### src/hdl/opd_pkg.sv
`timescale 1ns / 1ps
package opd_pkg;

  localparam int DATA_W      = 8;
  localparam int POS_W       = 23;
  localparam int PKT_W       = 26;
  localparam int PAGE_W      = 13;
  localparam int LACE_DEPTH  = 255;
  localparam int LACE_AW     = 8;
  localparam int HOFF_W      = 5;
  localparam int CFG_W       = 26;
  localparam int QUEUE_DEPTH = 4;
  localparam int QUEUE_AW    = 2;

  localparam logic [PAGE_W-1:0] MAX_PAGES        = PAGE_W'(4096);
  localparam logic [HOFF_W-1:0] HDR_BYTES        = HOFF_W'(27);
  localparam logic [HOFF_W-1:0] SEG_COUNT_OFFSET = HOFF_W'(26);
  localparam logic [HOFF_W-1:0] SIG_BYTES        = HOFF_W'(4);
  localparam logic [7:0]        FULL_LACE        = 8'd255;
  localparam logic [PKT_W-1:0]  VORBIS_LEN       = PKT_W'(7);
  localparam logic [PKT_W-1:0]  OPUS_LEN         = PKT_W'(8);

  localparam logic [CFG_W-1:0] MAX_PACKET_RESET = CFG_W'(32 << 20);
  localparam logic [POS_W-1:0] SCAN_LIMIT_RESET = POS_W'(256 << 10);

  localparam logic CFG_MAX_PACKET = 1'b0;
  localparam logic CFG_SCAN_LIMIT = 1'b1;

  localparam logic [1:0] KIND_OTHER  = 2'd0;
  localparam logic [1:0] KIND_VORBIS = 2'd1;
  localparam logic [1:0] KIND_OPUS   = 2'd2;

  localparam logic [1:0] ST_OK      = 2'd0;
  localparam logic [1:0] ST_BAD_SIG = 2'd1;
  localparam logic [1:0] ST_TOO_BIG = 2'd2;

  typedef struct packed {
    logic [DATA_W-1:0] data;
    logic [POS_W-1:0]  pos;
  } opd_item_t;

  typedef struct packed {
    logic              any;
    logic [DATA_W-1:0] data;
    logic              valid;
    logic              pend;
    logic [1:0]        kind;
    logic [1:0]        status;
  } opd_result_t;

  function automatic logic [7:0] capture_byte(input logic [1:0] i);
    logic [7:0] r;
    case (i)
      2'd0:    r = 8'h4F;
      2'd1:    r = 8'h67;
      2'd2:    r = 8'h67;
      default: r = 8'h53;
    endcase
    return r;
  endfunction

  function automatic logic [7:0] vorbis_byte(input logic [2:0] i);
    logic [7:0] r;
    case (i)
      3'd0:    r = 8'h03;
      3'd1:    r = 8'h76;
      3'd2:    r = 8'h6F;
      3'd3:    r = 8'h72;
      3'd4:    r = 8'h62;
      3'd5:    r = 8'h69;
      default: r = 8'h73;
    endcase
    return r;
  endfunction

  function automatic logic [7:0] opus_byte(input logic [2:0] i);
    logic [7:0] r;
    case (i)
      3'd0:    r = 8'h4F;
      3'd1:    r = 8'h70;
      3'd2:    r = 8'h75;
      3'd3:    r = 8'h73;
      3'd4:    r = 8'h54;
      3'd5:    r = 8'h61;
      3'd6:    r = 8'h67;
      default: r = 8'h73;
    endcase
    return r;
  endfunction

  function automatic logic [1:0] packet_kind_of(input logic vm, input logic om,
                                                input logic [PKT_W-1:0] len);
    logic [1:0] k;
    k = KIND_OTHER;
    if (vm && len >= VORBIS_LEN) k = KIND_VORBIS;
    else if (om && len >= OPUS_LEN) k = KIND_OPUS;
    return k;
  endfunction

endpackage

### src/hdl/opd_front.sv
`timescale 1ns / 1ps
module opd_front import opd_pkg::*; (
  input  logic              clk,
  input  logic              rst,
  input  logic              in_valid,
  output logic              in_ready,
  input  logic [DATA_W-1:0] data_byte,
  input  logic [POS_W-1:0]  scan_limit,
  input  logic              q_full,
  output logic              q_push,
  output opd_item_t         q_item
);

  logic [POS_W-1:0] bytes_seen;
  logic             accept;

  assign in_ready = !q_full;
  assign accept   = in_valid && in_ready;
  // bytes at or beyond the scan window are dropped here
  assign q_push   = accept && (bytes_seen < scan_limit);
  assign q_item   = '{data: data_byte, pos: bytes_seen};

  always_ff @(posedge clk) begin
    if (rst) begin
      bytes_seen <= '0;
    end else if (q_push) begin
      bytes_seen <= bytes_seen + POS_W'(1);
    end
  end

endmodule

### src/hdl/opd_queue.sv
`timescale 1ns / 1ps
module opd_queue import opd_pkg::*; (
  input  logic      clk,
  input  logic      rst,
  input  logic      push,
  input  opd_item_t push_item,
  output logic      full,
  input  logic      pop,
  output opd_item_t pop_item,
  output logic      empty
);

  opd_item_t               slots [QUEUE_DEPTH];
  logic [QUEUE_AW-1:0]     wr_ptr;
  logic [QUEUE_AW-1:0]     rd_ptr;
  logic [QUEUE_AW:0]       count;
  logic                    do_push;
  logic                    do_pop;

  assign full     = (count == (QUEUE_AW+1)'(QUEUE_DEPTH));
  assign empty    = (count == '0);
  assign do_push  = push && !full;
  assign do_pop   = pop && !empty;
  assign pop_item = slots[rd_ptr];

  always_ff @(posedge clk) begin
    if (do_push) begin
      slots[wr_ptr] <= push_item;
    end
  end

  always_ff @(posedge clk) begin
    if (rst) begin
      wr_ptr <= '0;
      rd_ptr <= '0;
      count  <= '0;
    end else begin
      if (do_push) wr_ptr <= wr_ptr + QUEUE_AW'(1);
      if (do_pop)  rd_ptr <= rd_ptr + QUEUE_AW'(1);
      if (do_push && !do_pop) count <= count + (QUEUE_AW+1)'(1);
      else if (do_pop && !do_push) count <= count - (QUEUE_AW+1)'(1);
    end
  end

endmodule

### src/hdl/opd_back.sv
`timescale 1ns / 1ps
module opd_back import opd_pkg::*; (
  input  logic              clk,
  input  logic              rst,
  input  logic [CFG_W-1:0]  max_packet,
  input  logic [POS_W-1:0]  scan_limit,
  input  logic              q_empty,
  input  opd_item_t         q_item,
  output logic              q_pop,
  output logic              out_valid,
  input  logic              out_ready,
  output logic [DATA_W-1:0] payload_byte,
  output logic              byte_valid,
  output logic              packet_end,
  output logic [1:0]        packet_kind,
  output logic [1:0]        status
);

  typedef enum logic [5:0] {
    M_HDR   = 6'b000001,
    M_LACE  = 6'b000010,
    M_DATA  = 6'b000100,
    M_OPRD  = 6'b001000,
    M_OPEN  = 6'b010000,
    M_QUIET = 6'b100000
  } mode_t;

  mode_t             mode, mode_next;
  logic [HOFF_W-1:0] hoff, hoff_next;
  logic [7:0]        seg_count, seg_count_next;
  logic [7:0]        seg_idx, seg_idx_next;
  logic [7:0]        seg_left, seg_left_next;
  logic [7:0]        seg_len, seg_len_next;
  logic [PKT_W-1:0]  pkt_len, pkt_len_next;
  logic              vmatch, vmatch_next;
  logic              omatch, omatch_next;
  logic [PAGE_W-1:0] page_cnt, page_cnt_next;
  logic [POS_W-1:0]  data_at, data_at_next;
  opd_result_t       acc, acc_next;
  opd_result_t       res;
  logic              emit;

  logic [7:0]        lace_mem [LACE_DEPTH];
  logic [7:0]        lace_rd;
  logic              mem_we;
  logic [LACE_AW-1:0] mem_wa;

  logic              out_free;

  assign out_free = !out_valid || out_ready;

  always_ff @(posedge clk) begin
    if (mem_we) begin
      lace_mem[mem_wa] <= q_item.data;
    end
    lace_rd <= lace_mem[seg_idx];
  end

  always_comb begin
    logic [DATA_W-1:0] b;
    logic [POS_W-1:0]  pos;
    logic [POS_W:0]    pos_ext;
    logic [1:0]        kind;
    logic              vm_n;
    logic              om_n;
    logic [PKT_W-1:0]  pl_n;
    logic [7:0]        idx_n;

    b       = q_item.data;
    pos     = q_item.pos;
    pos_ext = {1'b0, pos};
    kind    = KIND_OTHER;
    vm_n    = vmatch;
    om_n    = omatch;
    pl_n    = pkt_len;
    idx_n   = seg_idx;

    mode_next      = mode;
    hoff_next      = hoff;
    seg_count_next = seg_count;
    seg_idx_next   = seg_idx;
    seg_left_next  = seg_left;
    seg_len_next   = seg_len;
    pkt_len_next   = pkt_len;
    vmatch_next    = vmatch;
    omatch_next    = omatch;
    page_cnt_next  = page_cnt;
    data_at_next   = data_at;
    res            = acc;
    emit           = 1'b0;
    q_pop          = 1'b0;
    mem_we         = 1'b0;
    mem_wa         = seg_idx;

    unique case (mode)
      M_QUIET: begin
        q_pop = !q_empty;
      end
      M_HDR: begin
        if (!q_empty && out_free) begin
          q_pop = 1'b1;
          if (hoff == '0 && (page_cnt >= MAX_PAGES ||
              pos_ext + (POS_W+1)'(HDR_BYTES) > {1'b0, scan_limit})) begin
            mode_next = M_QUIET;
          end else begin
            if (hoff == '0) page_cnt_next = page_cnt + PAGE_W'(1);
            if (hoff < SIG_BYTES && b != capture_byte(hoff[1:0])) begin
              res.any    = 1'b1;
              res.status = ST_BAD_SIG;
              emit       = 1'b1;
              mode_next  = M_QUIET;
            end else if (hoff >= SEG_COUNT_OFFSET) begin
              hoff_next      = '0;
              seg_count_next = b;
              seg_idx_next   = '0;
              if (pos_ext + (POS_W+1)'(1) + (POS_W+1)'(b) > {1'b0, scan_limit}) begin
                mode_next = M_QUIET;
              end else if (b != 8'd0) begin
                mode_next = M_LACE;
              end
            end else begin
              hoff_next = hoff + HOFF_W'(1);
            end
          end
        end
      end
      M_LACE: begin
        if (!q_empty && out_free) begin
          q_pop  = 1'b1;
          mem_we = 1'b1;
          idx_n  = seg_idx + 8'd1;
          if (idx_n >= seg_count) begin
            seg_idx_next = '0;
            data_at_next = pos + POS_W'(1);
            mode_next    = M_OPRD;
          end else begin
            seg_idx_next = idx_n;
          end
        end
      end
      M_DATA: begin
        if (!q_empty && out_free) begin
          q_pop      = 1'b1;
          res.any    = 1'b1;
          res.valid  = 1'b1;
          res.data   = b;
          if (pkt_len < VORBIS_LEN && b != vorbis_byte(pkt_len[2:0])) vm_n = 1'b0;
          if (pkt_len < OPUS_LEN && b != opus_byte(pkt_len[2:0])) om_n = 1'b0;
          pl_n          = pkt_len + PKT_W'(1);
          vmatch_next   = vm_n;
          omatch_next   = om_n;
          pkt_len_next  = pl_n;
          seg_left_next = seg_left - 8'd1;
          if (seg_left == 8'd1) begin
            seg_idx_next = seg_idx + 8'd1;
            data_at_next = pos + POS_W'(1);
            mode_next    = M_OPRD;
            if (seg_len < FULL_LACE) begin
              kind         = packet_kind_of(vm_n, om_n, pl_n);
              res.pend     = 1'b1;
              res.kind     = kind;
              pkt_len_next = '0;
              vmatch_next  = 1'b1;
              omatch_next  = 1'b1;
              if (kind != KIND_OTHER) begin
                mode_next = M_QUIET;
                emit      = 1'b1;
              end
            end
          end else begin
            emit = 1'b1;
          end
        end
      end
      M_OPRD: begin
        mode_next = M_OPEN;
      end
      M_OPEN: begin
        if (seg_idx >= seg_count) begin
          mode_next = M_HDR;
          hoff_next = '0;
          emit      = 1'b1;
        end else if ({1'b0, data_at} + (POS_W+1)'(lace_rd) > {1'b0, scan_limit}) begin
          mode_next = M_QUIET;
          emit      = 1'b1;
        end else if ({1'b0, pkt_len} + (PKT_W+1)'(lace_rd) > {1'b0, max_packet}) begin
          res.any    = 1'b1;
          res.status = ST_TOO_BIG;
          mode_next  = M_QUIET;
          emit       = 1'b1;
        end else if (lace_rd != 8'd0) begin
          seg_left_next = lace_rd;
          seg_len_next  = lace_rd;
          mode_next     = M_DATA;
          emit          = 1'b1;
        end else begin
          seg_idx_next = seg_idx + 8'd1;
          mode_next    = M_OPRD;
          if (pkt_len != '0) begin
            kind     = packet_kind_of(vmatch, omatch, pkt_len);
            res.any  = 1'b1;
            res.pend = 1'b1;
            res.kind = kind;
          end
          pkt_len_next = '0;
          vmatch_next  = 1'b1;
          omatch_next  = 1'b1;
          if (kind != KIND_OTHER) begin
            mode_next = M_QUIET;
            emit      = 1'b1;
          end
        end
      end
      default: begin
        mode_next = M_QUIET;
      end
    endcase

    acc_next = emit ? '0 : res;
  end

  always_ff @(posedge clk) begin
    if (rst) begin
      mode     <= M_HDR;
      hoff     <= '0;
      seg_count <= '0;
      seg_idx  <= '0;
      seg_left <= '0;
      seg_len  <= '0;
      pkt_len  <= '0;
      vmatch   <= 1'b1;
      omatch   <= 1'b1;
      page_cnt <= '0;
      data_at  <= '0;
      acc      <= '0;
      out_valid <= 1'b0;
    end else begin
      mode      <= mode_next;
      hoff      <= hoff_next;
      seg_count <= seg_count_next;
      seg_idx   <= seg_idx_next;
      seg_left  <= seg_left_next;
      seg_len   <= seg_len_next;
      pkt_len   <= pkt_len_next;
      vmatch    <= vmatch_next;
      omatch    <= omatch_next;
      page_cnt  <= page_cnt_next;
      data_at   <= data_at_next;
      acc       <= acc_next;
      if (emit && res.any) out_valid <= 1'b1;
      else if (out_ready) out_valid <= 1'b0;
    end
  end

  always_ff @(posedge clk) begin
    if (emit && res.any) begin
      payload_byte <= res.data;
      byte_valid   <= res.valid;
      packet_end   <= res.pend;
      packet_kind  <= res.kind;
      status       <= res.status;
    end
  end

  a_quiet_sticky: assert property (@(posedge clk) disable iff (rst)
    mode == M_QUIET |=> mode == M_QUIET)
    else $error("quiet mode left without reset");

  a_no_pop_while_opening: assert property (@(posedge clk) disable iff (rst)
    (mode == M_OPRD || mode == M_OPEN) |-> !q_pop)
    else $error("beat taken while opening segments");

  a_no_overwrite: assert property (@(posedge clk) disable iff (rst)
    (emit && res.any) |-> (!out_valid || out_ready))
    else $error("result register overwritten");

  a_data_has_bytes: assert property (@(posedge clk) disable iff (rst)
    mode == M_DATA |-> seg_left != 8'd0)
    else $error("data mode with empty segment");

endmodule

### src/hdl/ogg_page_packet_deframer.sv
`timescale 1ns / 1ps
// a payload beat is written into a queue slot and registered again at the output
// throughput: one beat per cycle inside a segment and in headers and lacing tables
// unless out_ready stalls the output; at each segment boundary and page end the back
// end steps through M_OPRD and M_OPEN per lacing entry it opens (registered read of
// the lacing table); the 4-entry queue takes up the gap until full, then in_ready drops
// reset: synchronous, active high; state registers return to defaults, no clearing pass
module ogg_page_packet_deframer import opd_pkg::*; (
  input  logic              clk,
  input  logic              rst,
  input  logic              in_valid,
  output logic              in_ready,
  input  logic [DATA_W-1:0] data_byte,
  output logic              out_valid,
  input  logic              out_ready,
  output logic [DATA_W-1:0] payload_byte,
  output logic              byte_valid,
  output logic              packet_end,
  output logic [1:0]        packet_kind,
  output logic [1:0]        status,
  input  logic              cfg_we,
  input  logic              cfg_index,
  input  logic [CFG_W-1:0]  cfg_data
);

  logic [CFG_W-1:0] max_packet;
  logic [POS_W-1:0] scan_limit;
  logic             q_push;
  logic             q_full;
  logic             q_pop;
  logic             q_empty;
  opd_item_t        push_item;
  opd_item_t        pop_item;

  always_ff @(posedge clk) begin
    if (rst) begin
      max_packet <= MAX_PACKET_RESET;
      scan_limit <= SCAN_LIMIT_RESET;
    end else if (cfg_we) begin
      unique case (cfg_index)
        CFG_MAX_PACKET: max_packet <= cfg_data;
        CFG_SCAN_LIMIT: scan_limit <= cfg_data[POS_W-1:0];
        default:        max_packet <= max_packet;
      endcase
    end
  end

  opd_front u_front (
    .clk        (clk),
    .rst        (rst),
    .in_valid   (in_valid),
    .in_ready   (in_ready),
    .data_byte  (data_byte),
    .scan_limit (scan_limit),
    .q_full     (q_full),
    .q_push     (q_push),
    .q_item     (push_item)
  );

  opd_queue u_queue (
    .clk       (clk),
    .rst       (rst),
    .push      (q_push),
    .push_item (push_item),
    .full      (q_full),
    .pop       (q_pop),
    .pop_item  (pop_item),
    .empty     (q_empty)
  );

  opd_back u_back (
    .clk          (clk),
    .rst          (rst),
    .max_packet   (max_packet),
    .scan_limit   (scan_limit),
    .q_empty      (q_empty),
    .q_item       (pop_item),
    .q_pop        (q_pop),
    .out_valid    (out_valid),
    .out_ready    (out_ready),
    .payload_byte (payload_byte),
    .byte_valid   (byte_valid),
    .packet_end   (packet_end),
    .packet_kind  (packet_kind),
    .status       (status)
  );

endmodule
### config.mk
export PLATFORM = sky130hd
export DESIGN_NAME = ogg_page_packet_deframer
export DESIGN_NICKNAME = d
export VERILOG_FILES = /design/src/hdl/opd_pkg.sv /design/src/hdl/opd_front.sv /design/src/hdl/opd_queue.sv /design/src/hdl/opd_back.sv /design/src/hdl/ogg_page_packet_deframer.sv
export SDC_FILE = /design/constraint.sdc
export NUM_CORES = 2
export LEC_CHECK = 0
export BUFFER_PORTS_ARGS = -buffer_cell sky130_fd_sc_hd__buf_2
export CAP_MARGIN = 20
export CELL_PAD_IN_SITES_DETAIL_PLACEMENT = 0
export CELL_PAD_IN_SITES_GLOBAL_PLACEMENT = 1
export CORE_MARGIN = 2
export CORE_UTILIZATION = 45
export CTS_CLUSTER_DIAMETER = 100
export CTS_CLUSTER_SIZE = 30
export DETAILED_ROUTE_END_ITERATION = 7
export PLACE_DENSITY = 0.77
export SLEW_MARGIN = 15
export SYNTH_ARGS = -nofsm -noshare
export SYNTH_HDL_FRONTEND = slang
export SYNTH_HIERARCHICAL = 1
export SYNTH_SLANG_ARGS = --single-unit
### constraint.sdc
create_clock -name clk -period 7.6 [get_ports clk]
set_clock_uncertainty 0.05 [all_clocks]
set_input_delay 2.28 -clock clk [delete_from_list [all_inputs] [get_ports clk]]
set_output_delay 2.28 -clock clk [all_outputs]
set_load 0.05 [all_outputs]
**Word level (Yosys, flattened, before mapping)**

Memory sizes are Yosys's and may differ from the RTL's. A register that Yosys moved wholly into a read port is not among the register bits.
Index checks and enable logic that the tools add are counted.

- Output and inout bits: 16
- Memory bits (writable): 2164
- Bits of input ports: 40
- Memories kept: 2
- Bits in registers: 216

- Muxes and demuxes: 148
- Bitwise gates (word level): 7
- Magnitude comparators: 17
- Add/subtract/negate cells: 16
- Reductions and logical operators: 52
- Equality and inequality tests: 35

Memory list:

| memory | words | width | read ports | clocked after Yosys merged registers in | write ports | line | source |
|---|---|---|---|---|---|---|---|
| u_back.lace_mem | 255 | 8 | 1 | 1 | 1 | opd_back.sv:43 | `logic [7:0] lace_mem [LACE_DEPTH];` |
| u_queue.slots | 4 | 31 | 1 | 1 | 1 | opd_queue.sv:13 | `opd_item_t slots [QUEUE_DEPTH];` |

Operators by type and width:

| cell | number |
|---|---|
| two-way mux 8 bit | 24 |
| two-way mux 26 bit | 7 |
| two-way mux 6 bit | 17 |
| two-way mux 23 bit | 4 |
| > comparator 24 x 23 -> 1 bit | 3 |
| case mux 6 bit (6 select lines) | 2 |
| >= comparator 26 x 3 -> 1 bit (second input constant) | 2 |
| >= comparator 26 x 4 -> 1 bit (second input constant) | 2 |
| case mux 26 bit (2 select lines) | 1 |
| adder 23 x 1 -> 23 bit (second input constant) | 2 |
| case mux 23 bit (2 select lines) | 1 |
| two-way mux 1 bit | 44 |
| case mux 7 bit (6 select lines) | 1 |
| two-way mux 2 bit | 20 |
| two-way mux 5 bit | 7 |
| case mux 8 bit (4 select lines) | 1 |
| adder 26 x 8 -> 27 bit | 1 |
| > comparator 27 x 26 -> 1 bit | 1 |
| adder 26 x 1 -> 26 bit (second input constant) | 1 |
| less-than comparator 26 x 3 -> 1 bit (second input constant) | 1 |
| less-than comparator 26 x 4 -> 1 bit (second input constant) | 1 |
| nonzero test 26 bit | 1 |
| adder 23 x 1 -> 24 bit (second input constant) | 1 |
| adder 23 x 5 -> 24 bit (second input constant) | 1 |
| 60 further kinds | 129 |

**Longest topological paths before layout**

- Word-level depth: 25
- Mapped depth: 25
- Depth with buffers taken out: 23

**Hierarchy**

Netlist, hierarchy kept.

Modules (own cells, without submodules):

| module | sequential area each (sq um) | area each (sq um) | cells an instance | instances |
|---|---|---|---|---|
| opd_back | 64301.7 | 91256.3 | 4982 | 1 |
| opd_queue | 3903.7 | 4944.7 | 209 | 1 |
| ogg_page_packet_deframer | 980.9 | 2038.2 | 188 | 1 |
| opd_front | 460.4 | 1871.8 | 230 | 1 |

**Least setup slack after synthesis**

OpenSTA, ideal clock, no wires.

- Path kind: flip-flop to flip-flop
- Start point: register with a tool-made name
- End point: register u_back.mode[1]
- Setup slack: -0.003 ns
- Cell stages (with the launch flop): 19
- Required time: 7.418 ns
- Data arrival time: 7.421 ns
- Path through: dfxtp_1 -> mux4_1 -> ha_1 -> inv_1 -> o31ai_1 -> nor2b_1 -> inv_1 -> nor2_1 -> nand3_1 -> xnor2_1 -> ha_1 -> nand4_1 -> or4_1 -> o22a_1 -> o311ai_0 -> nand3_1 -> o31ai_1 -> or3_1 -> a21oi_1

RTL lines:

| item | line | source |
|---|---|---|
| end signal, assigned | opd_back.sv:238 | `mode <= mode_next;` |
| end, declared | opd_back.sv:28 | `mode_t mode, mode_next;` |

==> run metrics <==
reg-to-reg slack, setup=roughly 0.75 ns; grt peak-use layer=met2; total number of vias=roughly 52000; Post-Syn Nets=5833; io pins=56; Required @ worst endpoint=8.20 ns; vias in the first global route=50887; DP HPWL=approximately 150000 um; Slowest-stage cell, CP=mux4_4; Compound-Gate Fraction of Synth Area=2.95%; Wirelength per Cell=28.2 um; post-CTS sizing=0; WP data arrival=7.45 ns; Power Internal=0.0195 W; CTS Sinks=approximately 2400; number of iterations in the first detailed-routing pass=6; port bufs=55; Tcrit/Tclk final=90.1%; Pins Over Slew Limit=0; FF-to-FF End=u_back/mode[1]; largest family of logic cells by synthesized area=multiplexers; CP max FO=27; Avg Cell Area, Syn=about 18 sq um; top_reg_cell synth=edfxtp_1; met3 Track Usage GR=3.24%; PwrDens=250 mW/mm^2; routed vias/inst=around 6.1; post-synth top area share=65.3%; clock-pin slew on the worst setup and hold paths=0.12 ns; GPL Wtd Cong=0.891; CTS Hold Bufs=0; Max clock buf depth=3; LEAKAGE=about 32 nW; Clock power frac=23.6%; Final setup viols=0; Peak supply drop=0.000326 V; M2 GR Usage=around 34%; Simple-Gate Fraction of Synth Area=under 10%; area leader, netlist=edfxtp_1; Synth warnings=6; switching power=0.00712 W; Chip Width=between 400 and 500 um; Hold Vio Cnt, Final=0; All-Layer GR Usage=21.2%; Post-Route Setup TNS=0 ns; ranking of synthesized cells by area=edfxtp_1 65%, mux4_2 15%, dfxtp_1 4.2%, ha_1 2.2%, nor2_1 1.6%; Core Area=0.222 sq mm; area grow syn2layout=6.30%; H-Tree Depth=3; Startpoint Class=register; largest net degree at the start of global routing=179; Combinational Power Share=15.4%; layout cell share with drive strength beyond 1=18.0%; Final #Nets=5758; switching part of the total=26.8%; Unique masters post-synth=100; max-cap viol count=0; DRC viols=0; Num CTS Buffers=92; Post-Syn Area=approximately 0.10 sq mm; multiplexer area fraction after synthesis=15.9%; EDFF count, synth=2178; Min-Delay Path Class=register to register; Synth top cells by count=2178 x edfxtp_1, 667 x mux4_2, 421 x nor2_1; latest clock arrival within the worst-skew pair=0.78 ns; sequential share of power=about three fifths; Mapped Cells=between 5000 and 6000; Worst Setup Path Type=register to register; minimum hold slack=0.422 ns; xor/xnor share of the synthesized area=1.20%; initial antenna violation count=5; final wirelength=241000 um; met1 Track Usage GR=30.2%; #FFs+latches synth=~2400; CP dominant cell by count=a21oi_1; worst-margin pin slew=1.11 ns; FF-to-FF path depth=21; first-pass GRT wire length=~350000 um; worst path cell trace=mux4_4 -> ha_1 -> nor2b_1 -> o31a_1 -> nor4_1 -> o31ai_1 -> nor2b_1 -> inv_1 -> nor2_1 -> nand2_1 -> xnor2_1 -> ha_1 -> a21oi_1 -> o21ai_0 -> a21oi_1 -> nand4b_1 -> o311ai_0 -> nand3_1 -> o31ai_1 -> or3_1 -> a21oi_1; worst setup path endpoint=u_back/mode[1]; std cell rows=~170; status=finished clean; iteration-0 DRC count of the detailed router=6157; Post-CTS Setup Bufs=0; grt ovf=0; FMAX=approximately 150 MHz; Worst setup EP type=register; sequential share of the synthesized area=between 60% and 70%; adder-cell share of the synthesized area=2.33%; Initial Util=between 40% and 50%; unrepaired setup endpoints after global routing=no; Post-synth ARST share=0%; fin crit period=6.85 ns; die height=476 um; clk root buf=clkbuf_16; CTS tree=built; die area=0.226 sq mm; Final ANT Viol Nets=0; cell with the most instances after synthesis=edfxtp_1; Slowest Stage Delay on Critical Path=0.96 ns; Worst slew margin=24.3%
[logic make-up after synthesis]
family,Yosys count
simple gates,1219
mux,754
xor+xnor,137
buf+inv,465
fa+ha+maj,184
compound gates,460
flops,2390
[per-stage QoR]
stage / instances / total power (W) / cell area (sq um) / worst slack (ns) / util (%)
6_report: 8548 / 0.0266 / 106000 / 0.750 / 48.0
5_1_grt: 8547 / 0.0275 / 106000 / 0.317 / 48.0
4_1_cts: 8546 / 0.0267 / 106000 / 0.857 / 48.0
3_5_place_dp: 8414 / 0.0206 / 104000 / 0.879 / 46.8
3_3_place_gp: 8410 / 0.0204 / 104000 / 0.899 / 46.8
2_1_floorplan: 5609 / 0.0190 / 100000 / 0.632 / -
[per-layer routing]
layer	part of all wire, %	vias to the layer above
met5	0.015	-
met4	2.8	6
met3	7.8	303
met2	48	2133
met1	41	27466
li1	-	22087
[worst max-delay path, delay by kind of cell (launching register included)]
family,cells,cell delay (ns)
buffers and inverters,1,0.07
AO/OA/AOI/OAI,8,2.55
multiplexers,1,0.96
adder cells (fa/ha/maj),2,0.68
AND/OR/NAND/NOR,8,1.54
XOR/XNOR,1,0.16
flip-flops,1,0.69
[registers in the layout (all words and copies together), names as in the netlist, 13 cells and up, named ones only]
register and flops:
u_back/page_cnt 13, u_back/pkt_len 26, scan_limit 23, u_front/bytes_seen 23, max_packet 26, u_queue/slots 124
u_back/acc 15, u_back/data_at 23, u_back/lace_mem 2040
[worst min path at each step]
stage                            startpoint           endpoint  slack [ns]  cells after the start
after floorplan           u_back/seg_len[0]  u_back/seg_len[0]        0.39                      2
after global placement        u_back/acc[4]      u_back/acc[4]        0.40                      2
after detailed placement      u_back/acc[4]      u_back/acc[4]        0.40                      2
after CTS                     u_back/acc[4]      u_back/acc[4]        0.42                      2
after global routing         max_packet[23]     max_packet[23]        0.44                      2
final                         u_back/acc[4]      u_back/acc[4]        0.42                      2
[final cells by class]
| cell class | instances | area [sq um] |
|---|---|---|
| clock inverters | 13 | 241 |
| repair buffers | 152 | 1190 |
| multi-input cells | 2754 | 28600 |
| clock buffers | 119 | 2480 |
| inverters | 144 | 541 |
| well taps | 2975 | 3720 |
| fillers | 18238 | 115000 |
| diodes | 1 | 2.50 |
| flip-flops and latches | 2390 | 69700 |
[power groups by stage]
stage          combinational (W)  sequential (W)  clock, W
2_1_floorplan            0.00237          0.0167         0
3_5_place_dp             0.00409          0.0165         0
3_3_place_gp             0.00394          0.0165         0
4_1_cts                  0.00410          0.0162   0.00642
6_report                 0.00409          0.0162   0.00628
5_1_grt                  0.00447          0.0162   0.00680
[placed cells by master (no fill, tap or decap), types with 7 or more instances in the layout]
| cell type | synthesis | layout |
|---|---|---|
| o21ai_0 | 96 | 96 |
| o31ai_1 | 32 | 32 |
| nand2_2 | 3 | 17 |
| nand3_1 | 112 | 111 |
| or4_1 | 29 | 29 |
| buf_4 | 10 | 81 |
| xor2_1 | 57 | 57 |
| a21o_1 | 21 | 21 |
| clkbuf_16 | 0 | 95 |
| nor2b_1 | 70 | 70 |
| nand4_1 | 65 | 65 |
| a21oi_1 | 147 | 147 |
| dfxtp_1 | 212 | 205 |
| or3_1 | 14 | 14 |
| clkbuf_1 | 192 | 23 |
| edfxtp_1 | 2178 | 2178 |
| a2111oi_0 | 11 | 9 |
| ha_1 | 180 | 180 |
| o21a_1 | 10 | 10 |
| nor3_1 | 49 | 48 |
| mux4_4 | 0 | 8 |
| xnor2_1 | 80 | 80 |
| nor4_1 | 28 | 28 |
| buf_2 | 60 | 55 |
| nand2_1 | 197 | 183 |
| buf_12 | 0 | 14 |
| a211o_1 | 7 | 7 |
| mux4_2 | 667 | 660 |
| and3_1 | 39 | 39 |
| o211ai_1 | 8 | 8 |
| inv_1 | 143 | 143 |
| and2_1 | 26 | 26 |
| mux2i_1 | 79 | 79 |
| a31oi_1 | 12 | 12 |
| and4_1 | 9 | 9 |
| nor2_1 | 421 | 421 |
| nand2b_1 | 98 | 98 |
| a211oi_1 | 39 | 38 |
| nand3b_1 | 8 | 8 |
| or2_2 | 12 | 12 |
No activity file was read; power rests on OpenSTA's default activity.
